## config.mk

```make
export PLATFORM = sky130hd
export DESIGN_NAME = primality_trial_division
export DESIGN_NICKNAME = d
export VERILOG_FILES = /design/src/hdl/ptd_pkg.sv /design/src/hdl/ptd_divider.sv /design/src/hdl/primality_trial_division.sv
export VERILOG_INCLUDE_DIRS = /design/src /design/src/hdl
export SDC_FILE = /design/constraint.sdc
export NUM_CORES = 1
export LEC_CHECK = 0
export ABC_AREA = 1
export BUFFER_PORTS_ARGS = -buffer_cell sky130_fd_sc_hd__buf_4
export CAP_MARGIN = 20
export CORE_ASPECT_RATIO = 0.6
export CORE_MARGIN = 2
export CORE_UTILIZATION = 59
export CTS_CLUSTER_SIZE = 25
export DETAILED_ROUTE_END_ITERATION = 7
export PLACE_DENSITY = 0.77
export SYNTH_ARGS = -nofsm -noshare
export SYNTH_HDL_FRONTEND = slang
export SYNTH_SLANG_ARGS = --single-unit
```

## constraint.sdc

```tcl
create_clock -name clk_i -period 4.4 [get_ports clk_i]
set_input_delay 0.22 -clock clk_i [delete_from_list [all_inputs] [get_ports clk_i]]
set_output_delay 0.22 -clock clk_i [all_outputs]
set_load 0.005 [all_outputs]
```

## src/hdl/assert_macros.svh

```systemverilog
// ----------------------------------------------------------------------------
// assert_macros.svh
// Assertion helpers shared by the RTL; empty when compiled for synthesis.
// ----------------------------------------------------------------------------
`ifndef ASSERT_MACROS_SVH
`define ASSERT_MACROS_SVH

`ifndef SYNTHESIS

// property that must hold at every clock edge out of reset
`define ASSERT_PROP(lbl, clk, rst_n, prop, msg) \
  lbl: assert property (@(posedge clk) disable iff (!rst_n) prop) else $error(msg);

// condition that must never be true out of reset
`define ASSERT_NEVER(lbl, clk, rst_n, expr, msg) \
  lbl: assert property (@(posedge clk) disable iff (!rst_n) !(expr)) else $error(msg);

`else

`define ASSERT_PROP(lbl, clk, rst_n, prop, msg)
`define ASSERT_NEVER(lbl, clk, rst_n, expr, msg)

`endif

`endif

```

## src/hdl/ptd_pkg.sv

```systemverilog
// ----------------------------------------------------------------------------
// ptd_pkg
// Widths and interface types of the trial division primality tester.
// ----------------------------------------------------------------------------
package ptd_pkg;

  // width of the tested value
  localparam int VALUE_WIDTH = 32;
  // bit counter of the serial divider
  localparam int CNT_WIDTH = $clog2(VALUE_WIDTH);
  // trial divisor never exceeds floor(sqrt(value)) + 1
  localparam int DIV_WIDTH = VALUE_WIDTH / 2 + 1;

  // request to the shared divider
  typedef struct packed {
    logic                   start;
    logic [VALUE_WIDTH-1:0] dividend;
    logic [VALUE_WIDTH-1:0] divisor;
  } div_req_t;

  // answer from the shared divider
  typedef struct packed {
    logic                   done;
    logic [VALUE_WIDTH-1:0] quotient;
    logic [VALUE_WIDTH-1:0] remainder;
  } div_rsp_t;

endpackage

```

## src/hdl/ptd_divider.sv

```systemverilog
// ----------------------------------------------------------------------------
// ptd_divider
// Restoring radix-2 divider, one quotient bit per cycle.
// ----------------------------------------------------------------------------
`include "assert_macros.svh"

module ptd_divider (
  input  logic              clk_i,
  input  logic              rst_ni,
  input  ptd_pkg::div_req_t req_i,
  output ptd_pkg::div_rsp_t rsp_o
);

  logic [ptd_pkg::VALUE_WIDTH-1:0] quo_q;
  logic [ptd_pkg::VALUE_WIDTH-1:0] rem_q;
  logic [ptd_pkg::VALUE_WIDTH-1:0] dvs_q;
  logic [ptd_pkg::CNT_WIDTH-1:0]   cnt_q;
  logic                            active_q;
  logic                            done_q;

  logic [ptd_pkg::VALUE_WIDTH:0]   rem_shift;
  logic [ptd_pkg::VALUE_WIDTH:0]   diff;
  logic                            fits;
  logic                            last;

  // shift in next dividend bit and trial subtract
  always_comb begin
    rem_shift = {rem_q, quo_q[ptd_pkg::VALUE_WIDTH-1]};
    diff      = rem_shift - {1'b0, dvs_q};
    fits      = ~diff[ptd_pkg::VALUE_WIDTH];
    last      = (cnt_q == ptd_pkg::CNT_WIDTH'(ptd_pkg::VALUE_WIDTH - 1));
  end

  // control: bit counter and completion pulse
  always_ff @(posedge clk_i or negedge rst_ni) begin
    if (!rst_ni) begin
      active_q <= 1'b0;
      cnt_q    <= '0;
      done_q   <= 1'b0;
    end else begin
      done_q <= 1'b0;
      if (req_i.start) begin
        active_q <= 1'b1;
        cnt_q    <= '0;
      end else if (active_q) begin
        cnt_q <= cnt_q + 1'b1;
        if (last) begin
          active_q <= 1'b0;
          done_q   <= 1'b1;
        end
      end
    end
  end

  // datapath: partial remainder and quotient shift register
  always_ff @(posedge clk_i) begin
    if (req_i.start) begin
      quo_q <= req_i.dividend;
      dvs_q <= req_i.divisor;
      rem_q <= '0;
    end else if (active_q) begin
      quo_q <= {quo_q[ptd_pkg::VALUE_WIDTH-2:0], fits};
      rem_q <= fits ? diff[ptd_pkg::VALUE_WIDTH-1:0] : rem_shift[ptd_pkg::VALUE_WIDTH-1:0];
    end
  end

  assign rsp_o.done      = done_q;
  assign rsp_o.quotient  = quo_q;
  assign rsp_o.remainder = rem_q;

  // a new division is only launched on an idle divider
  `ASSERT_NEVER(a_start_idle, clk_i, rst_ni, req_i.start && active_q, "divider restarted while active")
  // completion comes only after the last bit step
  `ASSERT_PROP(a_done_after_last, clk_i, rst_ni, done_q |-> $past(active_q && last), "done without last step")

endmodule

```

## src/hdl/primality_trial_division.sv

```systemverilog
// ----------------------------------------------------------------------------
// primality_trial_division
// Trial division primality test of one signed value per command.
// ----------------------------------------------------------------------------
// Usage: drive number_i and raise start while busy is low; the value is taken
// at that clock edge. busy stays high until the answer is known; it stays
// low for negative values, zero and one. The answer appears on is_prime_o
// for exactly one cycle with done_o high; the receiver takes it then and
// cannot hold it off. A new command may be given in the cycle done_o is high.
// Negative values, zero and one are answered in the cycle after start is taken.
// Other values run trial divisors 2, 3, ... until the divisor exceeds
// value / divisor or divides the value; each trial is one full division on
// the one shared bit-serial divider that produces both quotient and
// remainder. One command is in progress at a time.
// Reset: asynchronous and active low; it drops any command in progress and
// leaves the block idle with no pending result.
// ----------------------------------------------------------------------------
`include "assert_macros.svh"

module primality_trial_division (
  input  logic                                   clk_i,
  input  logic                                   rst_ni,
  input  logic                                   start,
  output logic                                   busy,
  input  logic signed [ptd_pkg::VALUE_WIDTH-1:0] number_i,
  output logic                                   done_o,
  output logic                                   is_prime_o
);

  // sequencer states
  localparam logic [1:0] S_IDLE = 2'd0;
  localparam logic [1:0] S_LOAD = 2'd1;
  localparam logic [1:0] S_WAIT = 2'd2;

  logic [1:0]                      state_q, state_d;
  logic [ptd_pkg::VALUE_WIDTH-1:0] value_q, value_d;
  logic [ptd_pkg::DIV_WIDTH-1:0]   dvs_q, dvs_d;
  logic                            done_q, done_d;
  logic                            prime_q, prime_d;

  ptd_pkg::div_req_t div_req;
  ptd_pkg::div_rsp_t div_rsp;

  logic accept;
  logic trivial;
  logic past_bound;

  assign accept     = start && (state_q == S_IDLE);
  // negative, zero or one is never prime
  assign trivial    = number_i[ptd_pkg::VALUE_WIDTH-1] ||
                      (number_i[ptd_pkg::VALUE_WIDTH-1:1] == '0);
  assign past_bound = ptd_pkg::VALUE_WIDTH'(dvs_q) > div_rsp.quotient;

  // shared divider
  ptd_divider u_divider (
    .clk_i  (clk_i),
    .rst_ni (rst_ni),
    .req_i  (div_req),
    .rsp_o  (div_rsp)
  );

  always_comb begin
    div_req.start    = (state_q == S_LOAD);
    div_req.dividend = value_q;
    div_req.divisor  = ptd_pkg::VALUE_WIDTH'(dvs_q);
  end

  // trial sequencer
  always_comb begin
    state_d = state_q;
    value_d = value_q;
    dvs_d   = dvs_q;
    done_d  = 1'b0;
    prime_d = prime_q;
    case (state_q)
      S_IDLE: begin
        if (accept) begin
          value_d = number_i;
          dvs_d   = ptd_pkg::DIV_WIDTH'(2);
          if (trivial) begin
            done_d  = 1'b1;
            prime_d = 1'b0;
          end else begin
            state_d = S_LOAD;
          end
        end
      end
      S_LOAD: begin
        state_d = S_WAIT;
      end
      S_WAIT: begin
        if (div_rsp.done) begin
          if (past_bound) begin
            done_d  = 1'b1;
            prime_d = 1'b1;
            state_d = S_IDLE;
          end else if (div_rsp.remainder == '0) begin
            done_d  = 1'b1;
            prime_d = 1'b0;
            state_d = S_IDLE;
          end else begin
            dvs_d   = dvs_q + 1'b1;
            state_d = S_LOAD;
          end
        end
      end
      default: begin
        state_d = S_IDLE;
      end
    endcase
  end

  // control registers
  always_ff @(posedge clk_i or negedge rst_ni) begin
    if (!rst_ni) begin
      state_q <= S_IDLE;
      done_q  <= 1'b0;
    end else begin
      state_q <= state_d;
      done_q  <= done_d;
    end
  end

  // payload registers
  always_ff @(posedge clk_i) begin
    value_q <= value_d;
    dvs_q   <= dvs_d;
    prime_q <= prime_d;
  end

  assign busy       = (state_q != S_IDLE);
  assign done_o     = done_q;
  assign is_prime_o = prime_q;

  // divider answers only while a trial is pending
  `ASSERT_PROP(a_rsp_in_wait, clk_i, rst_ni, div_rsp.done |-> (state_q == S_WAIT), "divider answer outside a trial")
  // trial divisor never drops below two during a test
  `ASSERT_PROP(a_dvs_min, clk_i, rst_ni, (state_q == S_WAIT) |-> (dvs_q >= ptd_pkg::DIV_WIDTH'(2)), "trial divisor below two")
  // a negative value is rejected in the next cycle
  `ASSERT_PROP(a_neg_fast, clk_i, rst_ni, (accept && number_i[ptd_pkg::VALUE_WIDTH-1]) |=> (done_o && !is_prime_o), "negative value not rejected at once")

endmodule
```

Word-level counts from Yosys, hierarchy flattened
Cells that the tools add are included.
W data, S select, Z words.

word-level totals
  register bits after elaboration = 141
  bits of input ports = 35
  output and inout port bits = 3
  word-level logic and storage cells = 72

cells by class
  $add $sub $neg = 3
  magnitude comparators = 1
  eq/ne operators = 10
  muxes and demuxes = 34
  bitwise gates (word level) = 1
  reductions and logical operators = 12

operators with widths
  kind                     number
  $mux W32                 3
  $mux W17                 4
  $pmux W17 S2             1
  $sub A33 B17 Y33         1
  $gt A17 B32 Y1           1
  $logic_not A32 Y1        1
  $logic_not A31 Y1        1
  $mux W1                  18
  $add A17 B1 Y17 const B  1
  $mux W5                  2
  $ne A2 B2 Y1 const B     5
  $reduce_and A5 Y1        2
  $mux W2                  3
  $pmux W2 S3              1
  $reduce_bool A2 Y1       3
  $add A5 B1 Y5 const B    1
  $eq A5 B5 Y1 const B     1
  $pmux W1 S2              2
  $ne A3 B3 Y1 const B     1
  $reduce_and A3 Y1        1
  $eq A2 B1 Y1 const B     1
  $eq A2 B2 Y1 const B     1
  $logic_not A2 Y1         1
  $ne A2 B1 Y1 const B     1
  4 further kinds          4

Longest topological paths before layout
Gate-level depths: netlist of the first run.

  word-level depth = 5
  gate-level depth with buffers = 19
  depth with buffers taken out = 18

Cells and area by module
Synthesis of the first run repeated with hierarchy kept, for this count alone.

unflattened totals
  cell total of the unflattened synthesis = 1,326
  area total of the unflattened synthesis = 9,867.0 µm²

modules (own cells, without submodules)
  module                    instances  cells an instance  area an instance (µm²)  sequential area each (µm²)
  ptd_divider               1          1,039              7,051.8                 2,737.6
  primality_trial_division  1          287                2,815.2                 1,576.5

Least setup slack after synthesis of the first run
No wires, ideal clock.

  kind = reg-to-reg
  start = register state_q[1]
  end = register dvs_q[0] in the netlist's numbering (enable)
  setup time = 0.397 ns
  data arrival time = 3.048 ns
  required time = 4.003 ns
  slack = 0.956 ns
  cell stages (with the launch flop) = 6
  path buffers = 0
  period minus slack after synthesis = 3.444 ns
  path through = dfrtp_1 > nor2_1 > inv_1 > nor2_1 > nor2_1 > a21oi_1

between the ends
  word-level cells in the longest chain between the ends = 4
  elaborated cells on any way between the ends = 9
  classes of those cells = eq/ne: 5; reduce/logical: 4

RTL lines
  what                                    line                                                            source
  start: declaration                      primality_trial_division.sv:35                                  logic [1:0] state_q, state_d;
  start signal: assignment                primality_trial_division.sv:119                                 state_q <= state_d;
  $logic_not A2 Y1                        primality_trial_division.sv:48, primality_trial_division.sv:75
  $logic_and A1 B1 Y1                     primality_trial_division.sv:48                                  assign accept = start && (state_q == S_IDLE);
  $ne A2 B2 Y1 (no source line)           --
  $reduce_and A5 Y1 (no source line) (*)  --
  end signal: assignment                  primality_trial_division.sv:127                                 dvs_q <= dvs_d;
  end: declaration                        primality_trial_division.sv:37                                  logic [ptd_pkg::DIV_WIDTH-1:0] dvs_q, dvs_d;

Every way passes the cells marked *; elsewhere a longest branch is shown, timed or not.
A chain may end at the register's enable or synchronous reset.

Worst setup path in the final report of the first run
  start = register state_q[1]
  end = register dvs_q[8] in the netlist's numbering (enable)

Same word-level chain as after synthesis.

==> out/results.md, run 1 <==
| Item | Reported |
| --- | --- |
| Post-layout total power | 7.43 mW |
| Number of sinks handled by clock tree synthesis | 141 |
| List of cells traversed by the critical path | inv_1 -> nor2_1 -> inv_1 -> nor2_1 -> nor2_1 -> a21oi_1 -> buf_4 |
| Post-Syn Instances | 1100 |
| Gate power share | 0.469 |
| Worst setup slack after placement | 1690 ps |
| Number of enable-type register cells in the synthesized netlist | 99 |
| Rows | 33 |
| Leakage power | 4.65 nW |
| Fraction of power spent switching nets | 0.447 |
| Top cells by area in the synthesized netlist | edfxtp_1 35%, nand2_1 17%, inv_1 8.0%, dfxtp_1 7.6%, ha_1 5.5% |
| Maximum level of the CTS H-tree | 4 |
| RD Place Congestion | 1.08 |
| Maximum number of pins on one net before global-route repair | 54 |
| Insertion delay to the later sink of the worst-skew pair | 420 ps |
| Routed vias | 7592 |
| Largest area contributor in the synthesized netlist | edfxtp_1 |
| # placed instances | 1312 |
| Remaining max-slew budget at the tightest pin | 0.425 |
| Proportion of synthesized chip area in sequential cells | 0.461 |
| Largest buffer count on any clock path | 2 |
| Number of nets still failing antenna checks after routing | 0 |
| Sum of negative setup slack | 0 ps |
| Area taken by flip-flops and latches | 3860 sq um |
| Mean Syn Cell Area | 7.61 sq um |
| Async set-reset flop share out of synthesis | 0.0709 |
| Total placed instance area | 8840 sq um |
| Filler instances | 1056 |
| Number of slew-limit violations in the final report | 0 |
| Core Footprint | 13700 sq um |
| Unique masters post-synth | 38 |
| Final standard cell count with taps included and fillers excluded | 1376 |
| Sequential fraction of design power | 0.326 |
| Number of antenna violations at the first check in global routing | 0 |
| CTS tree | yes |
| Unrepaired setup endpoints after global routing | no |
| Port Buffers | 37 |
| Fmax | 349 MHz |
| Post-Route Skew | 11.2 ps |
| Number of global-route vias before repair | 6739 |
| Count of antenna diodes in the layout | 0 |
| Initial DRC count | 826 |
| Most common cell on crit path | nor2_1 |
| Worst path max stage delay | 660 ps |
| Buf+Inv Stages, Crit Path | 3 |
| Transition at the pin with the smallest max-transition slack | 859 ps |
| Number of storage elements in the synthesis netlist | 141 |
| Clk pin slew, worst setup/hold paths | 60 ps |
| Count of yosys warnings during synthesis | 0 |
| Launch point of the worst reg-to-reg path | state_q[1] |
| Switching power summed over all nets | 3.32 mW |
| Maximum fanout encountered on the critical timing path | 17 |
| Cell type of the slowest stage on the worst timing path | nor2_1 |
| HPWL after detailed placement | 15600 um |
| Remaining design rule violation count | 0 |
| Post-layout nets | 1245 |
| Class of the tightest hold or removal check | in2async |
| Result of the run | complete, no violations |
| Height of the die | 96.3 um |
| Minimum clock period | 2860 ps |
| Average detailed-routed wire length per instance | 16.1 um |
| MaxCap Viol Count | 0 |
| Die outline area | 15200 sq um |
| CTS root buf | clkbuf_16 |
| Proportion of layout cells with a drive suffix above 1 | 0.0845 |
| Crit path max-delay family | simple AND/OR/NAND/NOR gates |
| Area growth from synthesis to layout | 16.7% |
| Final cell area excluding filler cells | 9780 sq um |
| Total wire length | 22100 um |
| Count of endpoints failing setup in the final report | 0 |
| Die width | 158 um |
| Sort of element at the end of the critical path | flip-flop |
| Post-synthesis instance area | 8380 sq um |
| Length of the first detailed-routing pass in iterations | 7 |
| Global-route wire length before repair | 34200 um |
| Data arrival at the endpoint of the critical path | 2960 ps |
| Post-CTS Setup Repair Bufs | 0 |
| Critical Path RT | 4500 ps |
| Setup Crit Path Kind | reg2reg |
| Num CTS Buffers | 17 |
| Clock network fraction of total power | 0.205 |
| Global-route usage over all layers | 0.299 |
| Number of nets in the synthesized netlist | 1173 |
| Area used by multi-input combinational logic | 3720 sq um |
| Pwr dens | 760 nW/um^2 |
| Share of Yosys cell area claimed by the top area cell type | 0.355 |
| Endpoints failing hold | 0 |
| Internal Dissipation | 4.11 mW |
| Per-cell via count in the routed design | 5.52 |
| Overflow left after global routing | 0 |
| Element type at the critical path start | flip-flop |
| I/O pin count | 38 |
| Critical Path Source | state_q[1] |
| IR drop worst, VDD | 0.000377 V |
| Post-route fraction of the period consumed by the critical path | 0.651 |
| Commonest register cell after synthesis | edfxtp_1 |
| Setup WS post-layout | 1540 ps |
| Effective utilization at floorplan | 0.609 |
[per-stage QoR]
stage,utilization,hold WS (ps)
2_1_floorplan,-,-75.6
3_3_place_gp,0.643,51.9
3_5_place_dp,0.643,52.1
4_1_cts,0.710,5.04
5_1_grt,0.711,197
6_report,0.711,177
[cells in the final DEF (no fill, tap or decap), types with 4 or more instances in the layout]
cell	Yosys	final
xor2_1	4	4
ha_1	37	37
dfrtp_1	10	10
nor2_1	72	70
nand2_1	373	373
o21ai_0	40	40
dlygate4sd3_1	0	33
nor3_1	30	30
buf_4	2	44
a21oi_1	39	39
xnor2_1	12	12
edfxtp_1	99	99
nand2_2	6	6
inv_1	178	178
nor2_2	4	4
inv_6	0	4
dfxtp_1	32	32
clkbuf_16	0	17
nor4_1	10	10
nand3_1	74	74
nand4_1	23	23
[state kept, by name (all words and copies together) (netlist names)]
register            cells
u_divider.quo_q        32
u_divider.rem_q        32
value_q                32
dvs_q                  17
u_divider.dvs_q        17
u_divider.cnt_q         5
state_q                 2
done_o                  1
is_prime_o              1
u_divider.active_q      1
u_divider.done_q        1
[per-layer routing]
| metal | wire (um) | part of all wire | track usage |
|---|---|---|---|
| met1 | 10400 | 0.47 | 0.455 |
| met2 | 8700 | 0.39 | 0.407 |
| met3 | 2780 | 0.13 | 0.0964 |
| met4 | 277 | 0.013 | 0.0750 |
| met5 | 0 | 0 | 0 |
[synth_stat cells, types with 3 or more instances]
| master | n |
|---|---|
| nand2_1 | 373 |
| inv_1 | 178 |
| edfxtp_1 | 99 |
| nand3_1 | 74 |
| nor2_1 | 72 |
| o21ai_0 | 40 |
| a21oi_1 | 39 |
| ha_1 | 37 |
| dfxtp_1 | 32 |
| nor3_1 | 30 |
| nand4_1 | 23 |
| clkbuf_1 | 16 |
| xnor2_1 | 12 |
| dfrtp_1 | 10 |
| nor4_1 | 10 |
| nand2_2 | 6 |
| nor2_2 | 4 |
| xor2_1 | 4 |
| a31oi_1 | 3 |
| buf_2 | 3 |
| buf_6 | 3 |
| inv_2 | 3 |
| nand2_4 | 3 |
| nor3b_1 | 3 |
| o21bai_1 | 3 |
| or2_2 | 3 |
[worst paths after layout]
kind / endpoint / slack [ps] / cells after the start
max: dvs_q[8] / 1540 / 7
min: u_divider.cnt_q[0] / 180 / 2
max reg2reg: dvs_q[8] / 1540 / 7
min reg2reg: u_divider.rem_q[3] / 480 / 2
max in group asynchronous: state_q[0] / 4080 / 2
min in group clk_i: u_divider.rem_q[3] / 480 / 2
[power by group through the flow]
stage | clock [mW] | combinational (mW) | sequential [mW]
finish | 1.52 | 3.49 | 2.42
global route | 1.58 | 3.92 | 2.47
CTS | 1.52 | 3.39 | 2.41
detailed placement | 0 | 3.31 | 2.42
global placement | 0 | 3.22 | 2.42
floorplan | 0 | 2.54 | 2.30
[cell families after synthesis]
| logic type | share of synthesized area |
|---|---|
| buf+inv | 0.0964 |
| simple gates | 0.310 |
| flops | 0.461 |
| fa+ha+maj | 0.0577 |
| compound gates | 0.0581 |
| xor+xnor | 0.0167 |
[timing repair]
item	CTS	global route
endpoints found under the hold margin	41	1
gates resized for setup	0	0
hold buffers	32	1
[area by class of cell]
cell class | instances | area share
Multi-Input combinational cell | 753 | 0.380
Clock inverter | 14 | 0.0189
Sequential cell | 141 | 0.395
Timing Repair Buffer | 77 | 0.0676
Tap cell | 192 | 0.0246
Clock buffer | 17 | 0.0435
Inverter | 182 | 0.0699
(Power assumes the default switching activity.)
==> inputs of run 2 (changes only) <==
==> constraint.sdc (replaced) <==
create_clock -name clk_i -period 2.7 [get_ports clk_i]
set_input_delay 0.135 -clock clk_i [delete_from_list [all_inputs] [get_ports clk_i]]
set_output_delay 0.135 -clock clk_i [all_outputs]
set_load 0.005 [all_outputs]
==> run 2 against run 1 <==
Die area did not move. Via count shrank 0.79%. Critical endpoint is now dvs_q[14]. Core utilization up 0.73 points. Clock-buffer cell count unchanged. First-iteration DRC count increased by 15%. Largest cell class unchanged.
==> out/results.md, run 2 (same netlist as run 1, synthesis figures left out) <==
| Item | Reported |
| --- | --- |
| Area growth from synthesis to layout | 17.9% |
| Total wire length | 21600 um |
| Worst path max stage delay | 480 ps |
| Minimum clock period | 2510 ps |
| Number of slew-limit violations in the final report | 0 |
| MaxCap Viol Count | 0 |
| Result of the run | complete, no violations |
| Number of nets still failing antenna checks after routing | 0 |
| Maximum fanout encountered on the critical timing path | 17 |
| Post-layout total power | 12.0 mW |
| Per-cell via count in the routed design | 5.42 |
| Registers with the highest flip-flop counts | u_divider.quo_q: 32 flops, u_divider.rem_q: 32 flops, value_q: 32 flops |
| Initial DRC count | 949 |
| Height of the die | 96.3 um |
| Clk pin slew, worst setup/hold paths | 60 ps |
| Leading cell type in the layout, fill and taps excluded | nand2_1 |
| Sort of element at the end of the critical path | flip-flop |
| Fmax | 399 MHz |
| Remaining max-slew budget at the tightest pin | 0.571 |
| Endpoints failing hold | 0 |
| Maximum level of the CTS H-tree | 4 |
| Number of sinks handled by clock tree synthesis | 141 |
| Data arrival at the endpoint of the critical path | 2620 ps |
| I/O pin count | 38 |
| Die outline area | 15200 sq um |
| RD Place Congestion | 1.01 |
| Buf+Inv Stages, Crit Path | 2 |
| Setup Crit Path Kind | reg2reg |
| Die width | 158 um |
| Insertion delay to the later sink of the worst-skew pair | 420 ps |
| Transition at the pin with the smallest max-transition slack | 637 ps |
| Number of antenna violations at the first check in global routing | 1 |
| Core Footprint | 13700 sq um |
| CTS root buf | clkbuf_16 |
| CTS tree | yes |
| Final cell area excluding filler cells | 9880 sq um |
| Effective utilization at floorplan | 0.609 |
| Length in cells of the worst reg-to-reg path | 11 |
| Element type at the critical path start | flip-flop |
| Class of the tightest hold or removal check | in2async |
| Crit path max-delay family | simple AND/OR/NAND/NOR gates |
| WP depth | 11 |
| Post-layout nets | 1257 |
| HPWL after detailed placement | 15300 um |
| Num CTS Buffers | 17 |
| Leakage power | 4.69 nW |
| Rows | 33 |
| Unrepaired setup endpoints after global routing | no |
| Length of the first detailed-routing pass in iterations | 6 |
| Post-route fraction of the period consumed by the critical path | 0.928 |
| Post-Route Skew | 16.2 ps |
| Number of global-route vias before repair | 6693 |
| Sum of negative setup slack | 0 ps |
| IR drop worst, VDD | 0.000659 V |
| Largest buffer count on any clock path | 2 |
| Port Buffers | 37 |
| Count of endpoints failing setup in the final report | 0 |
| Filler instances | 1047 |
| Average detailed-routed wire length per instance | 15.5 um |
| Pwr dens | 1220 nW/um^2 |
| Remaining design rule violation count | 0 |
| Global-route wire length before repair | 34100 um |
| Routed vias | 7532 |
| Cell type of the slowest stage on the worst timing path | edfxtp_1 |
| Critical Path RT | 2820 ps |
| Overflow left after global routing | 0 |
| Maximum number of pins on one net before global-route repair | 58 |
| Total placed instance area | 8940 sq um |
| Global-route usage over all layers | 0.295 |
| Top library cells by usage in the layout, fill and taps aside | 373 x nand2_1, 178 x inv_1, 99 x edfxtp_1 |
| Most common cell on crit path | nand2_1 |
| List of cells traversed by the critical path | ha_1 -> nand2_1 -> inv_1 -> nand3_1 -> nor3_1 -> and3_1 -> nand2_1 -> nand2_1 -> nand2_1 -> a21oi_2 -> buf_12 |
| Proportion of layout cells with a drive suffix above 1 | 0.0952 |
| Count of antenna diodes in the layout | 0 |
## run 2: cell count changes in the layout (fill, tap and decap cells not counted)
cell / delta
buf_4: +10
buf_12: +2
bufinv_16: -2
clkinvlp_4: +2
inv_6: +2
a21oi_1: -1
a21oi_2: +1
clkinv_1: +1
clkinv_2: -1
clkinv_4: -1
nand2_2: -1
nand2_8: +1
nor3_1: -1
nor3_2: +1
## run 2: path summary, 6_finish.rpt
kind                                   from            endpoint  slack (ps)
max in group asynchronous            rst_ni  u_divider.active_q        2470
min                                  rst_ni  u_divider.cnt_q[2]          90
min reg2reg                u_divider.done_q          state_q[1]         480
max                               dvs_q[14]           dvs_q[14]         190
max reg2reg                       dvs_q[14]           dvs_q[14]         190
min in group clk_i              number_i[5]          value_q[5]         430
## run 2: per-layer routing
metal | vias to the layer above | track usage | part of all wire | wire (um)
li1 | 3714 | - | - | -
met1 | 3413 | 0.459 | 0.47 | 10100
met2 | 377 | 0.402 | 0.39 | 8500
met3 | 26 | 0.0851 | 0.13 | 2770
met4 | 2 | 0.0629 | 0.011 | 244
met5 | - | 0 | 0.00079 | 17
## run 2: power by group
group	total (mW)	internal (mW)	switching, mW
registers	3.88	3.35	0.530
clock network	2.31	1.30	1.01
logic	5.84	2.00	3.85
total	12.0	6.64	5.39
## run 2: worst register-to-register path: stages, from the launching register on
cell	delay [ps]
edfxtp_1	480
ha_1	340
nand2_1	60
inv_1	50
nand3_1	90
nor3_1	220
and3_1	320
nand2_1	80
nand2_1	90
nand2_1	100
a21oi_2	200
buf_12	180
## run 2: through the flow
step | utilization | cells | setup WS [ps] | hold slack (ps)
6_report | 0.718 | 1389 | 193 | 87.4
5_1_grt | 0.718 | 1389 | 8.02 | 91.0
4_1_cts | 0.716 | 1388 | 109 | 75.9
3_5_place_dp | 0.651 | 1323 | 116 | -28.3
3_3_place_gp | 0.651 | 1323 | 192 | -30.7
2_1_floorplan | - | 1100 | 6.39 | -161
## run 2: area by class of cell
cell class | count | area (sq um) | share of cell area
Clock inverter | 15 | 148 | 0.0149
Tap cell | 192 | 240 | 0.0243
Sequential cell | 141 | 3860 | 0.391
Multi-Input combinational cell | 753 | 3740 | 0.379
Timing Repair Buffer | 89 | 776 | 0.0785
Inverter | 182 | 683 | 0.0692
Clock buffer | 17 | 425 | 0.0431
## run 2: what timing repair did
action / CTS / global route
setup buffers: 0 / 1
endpoints found under the hold margin: 42 / 0
hold buffers: 33 / 0
gates resized for setup: 0 / 4
endpoints found under the setup margin: 0 / 47
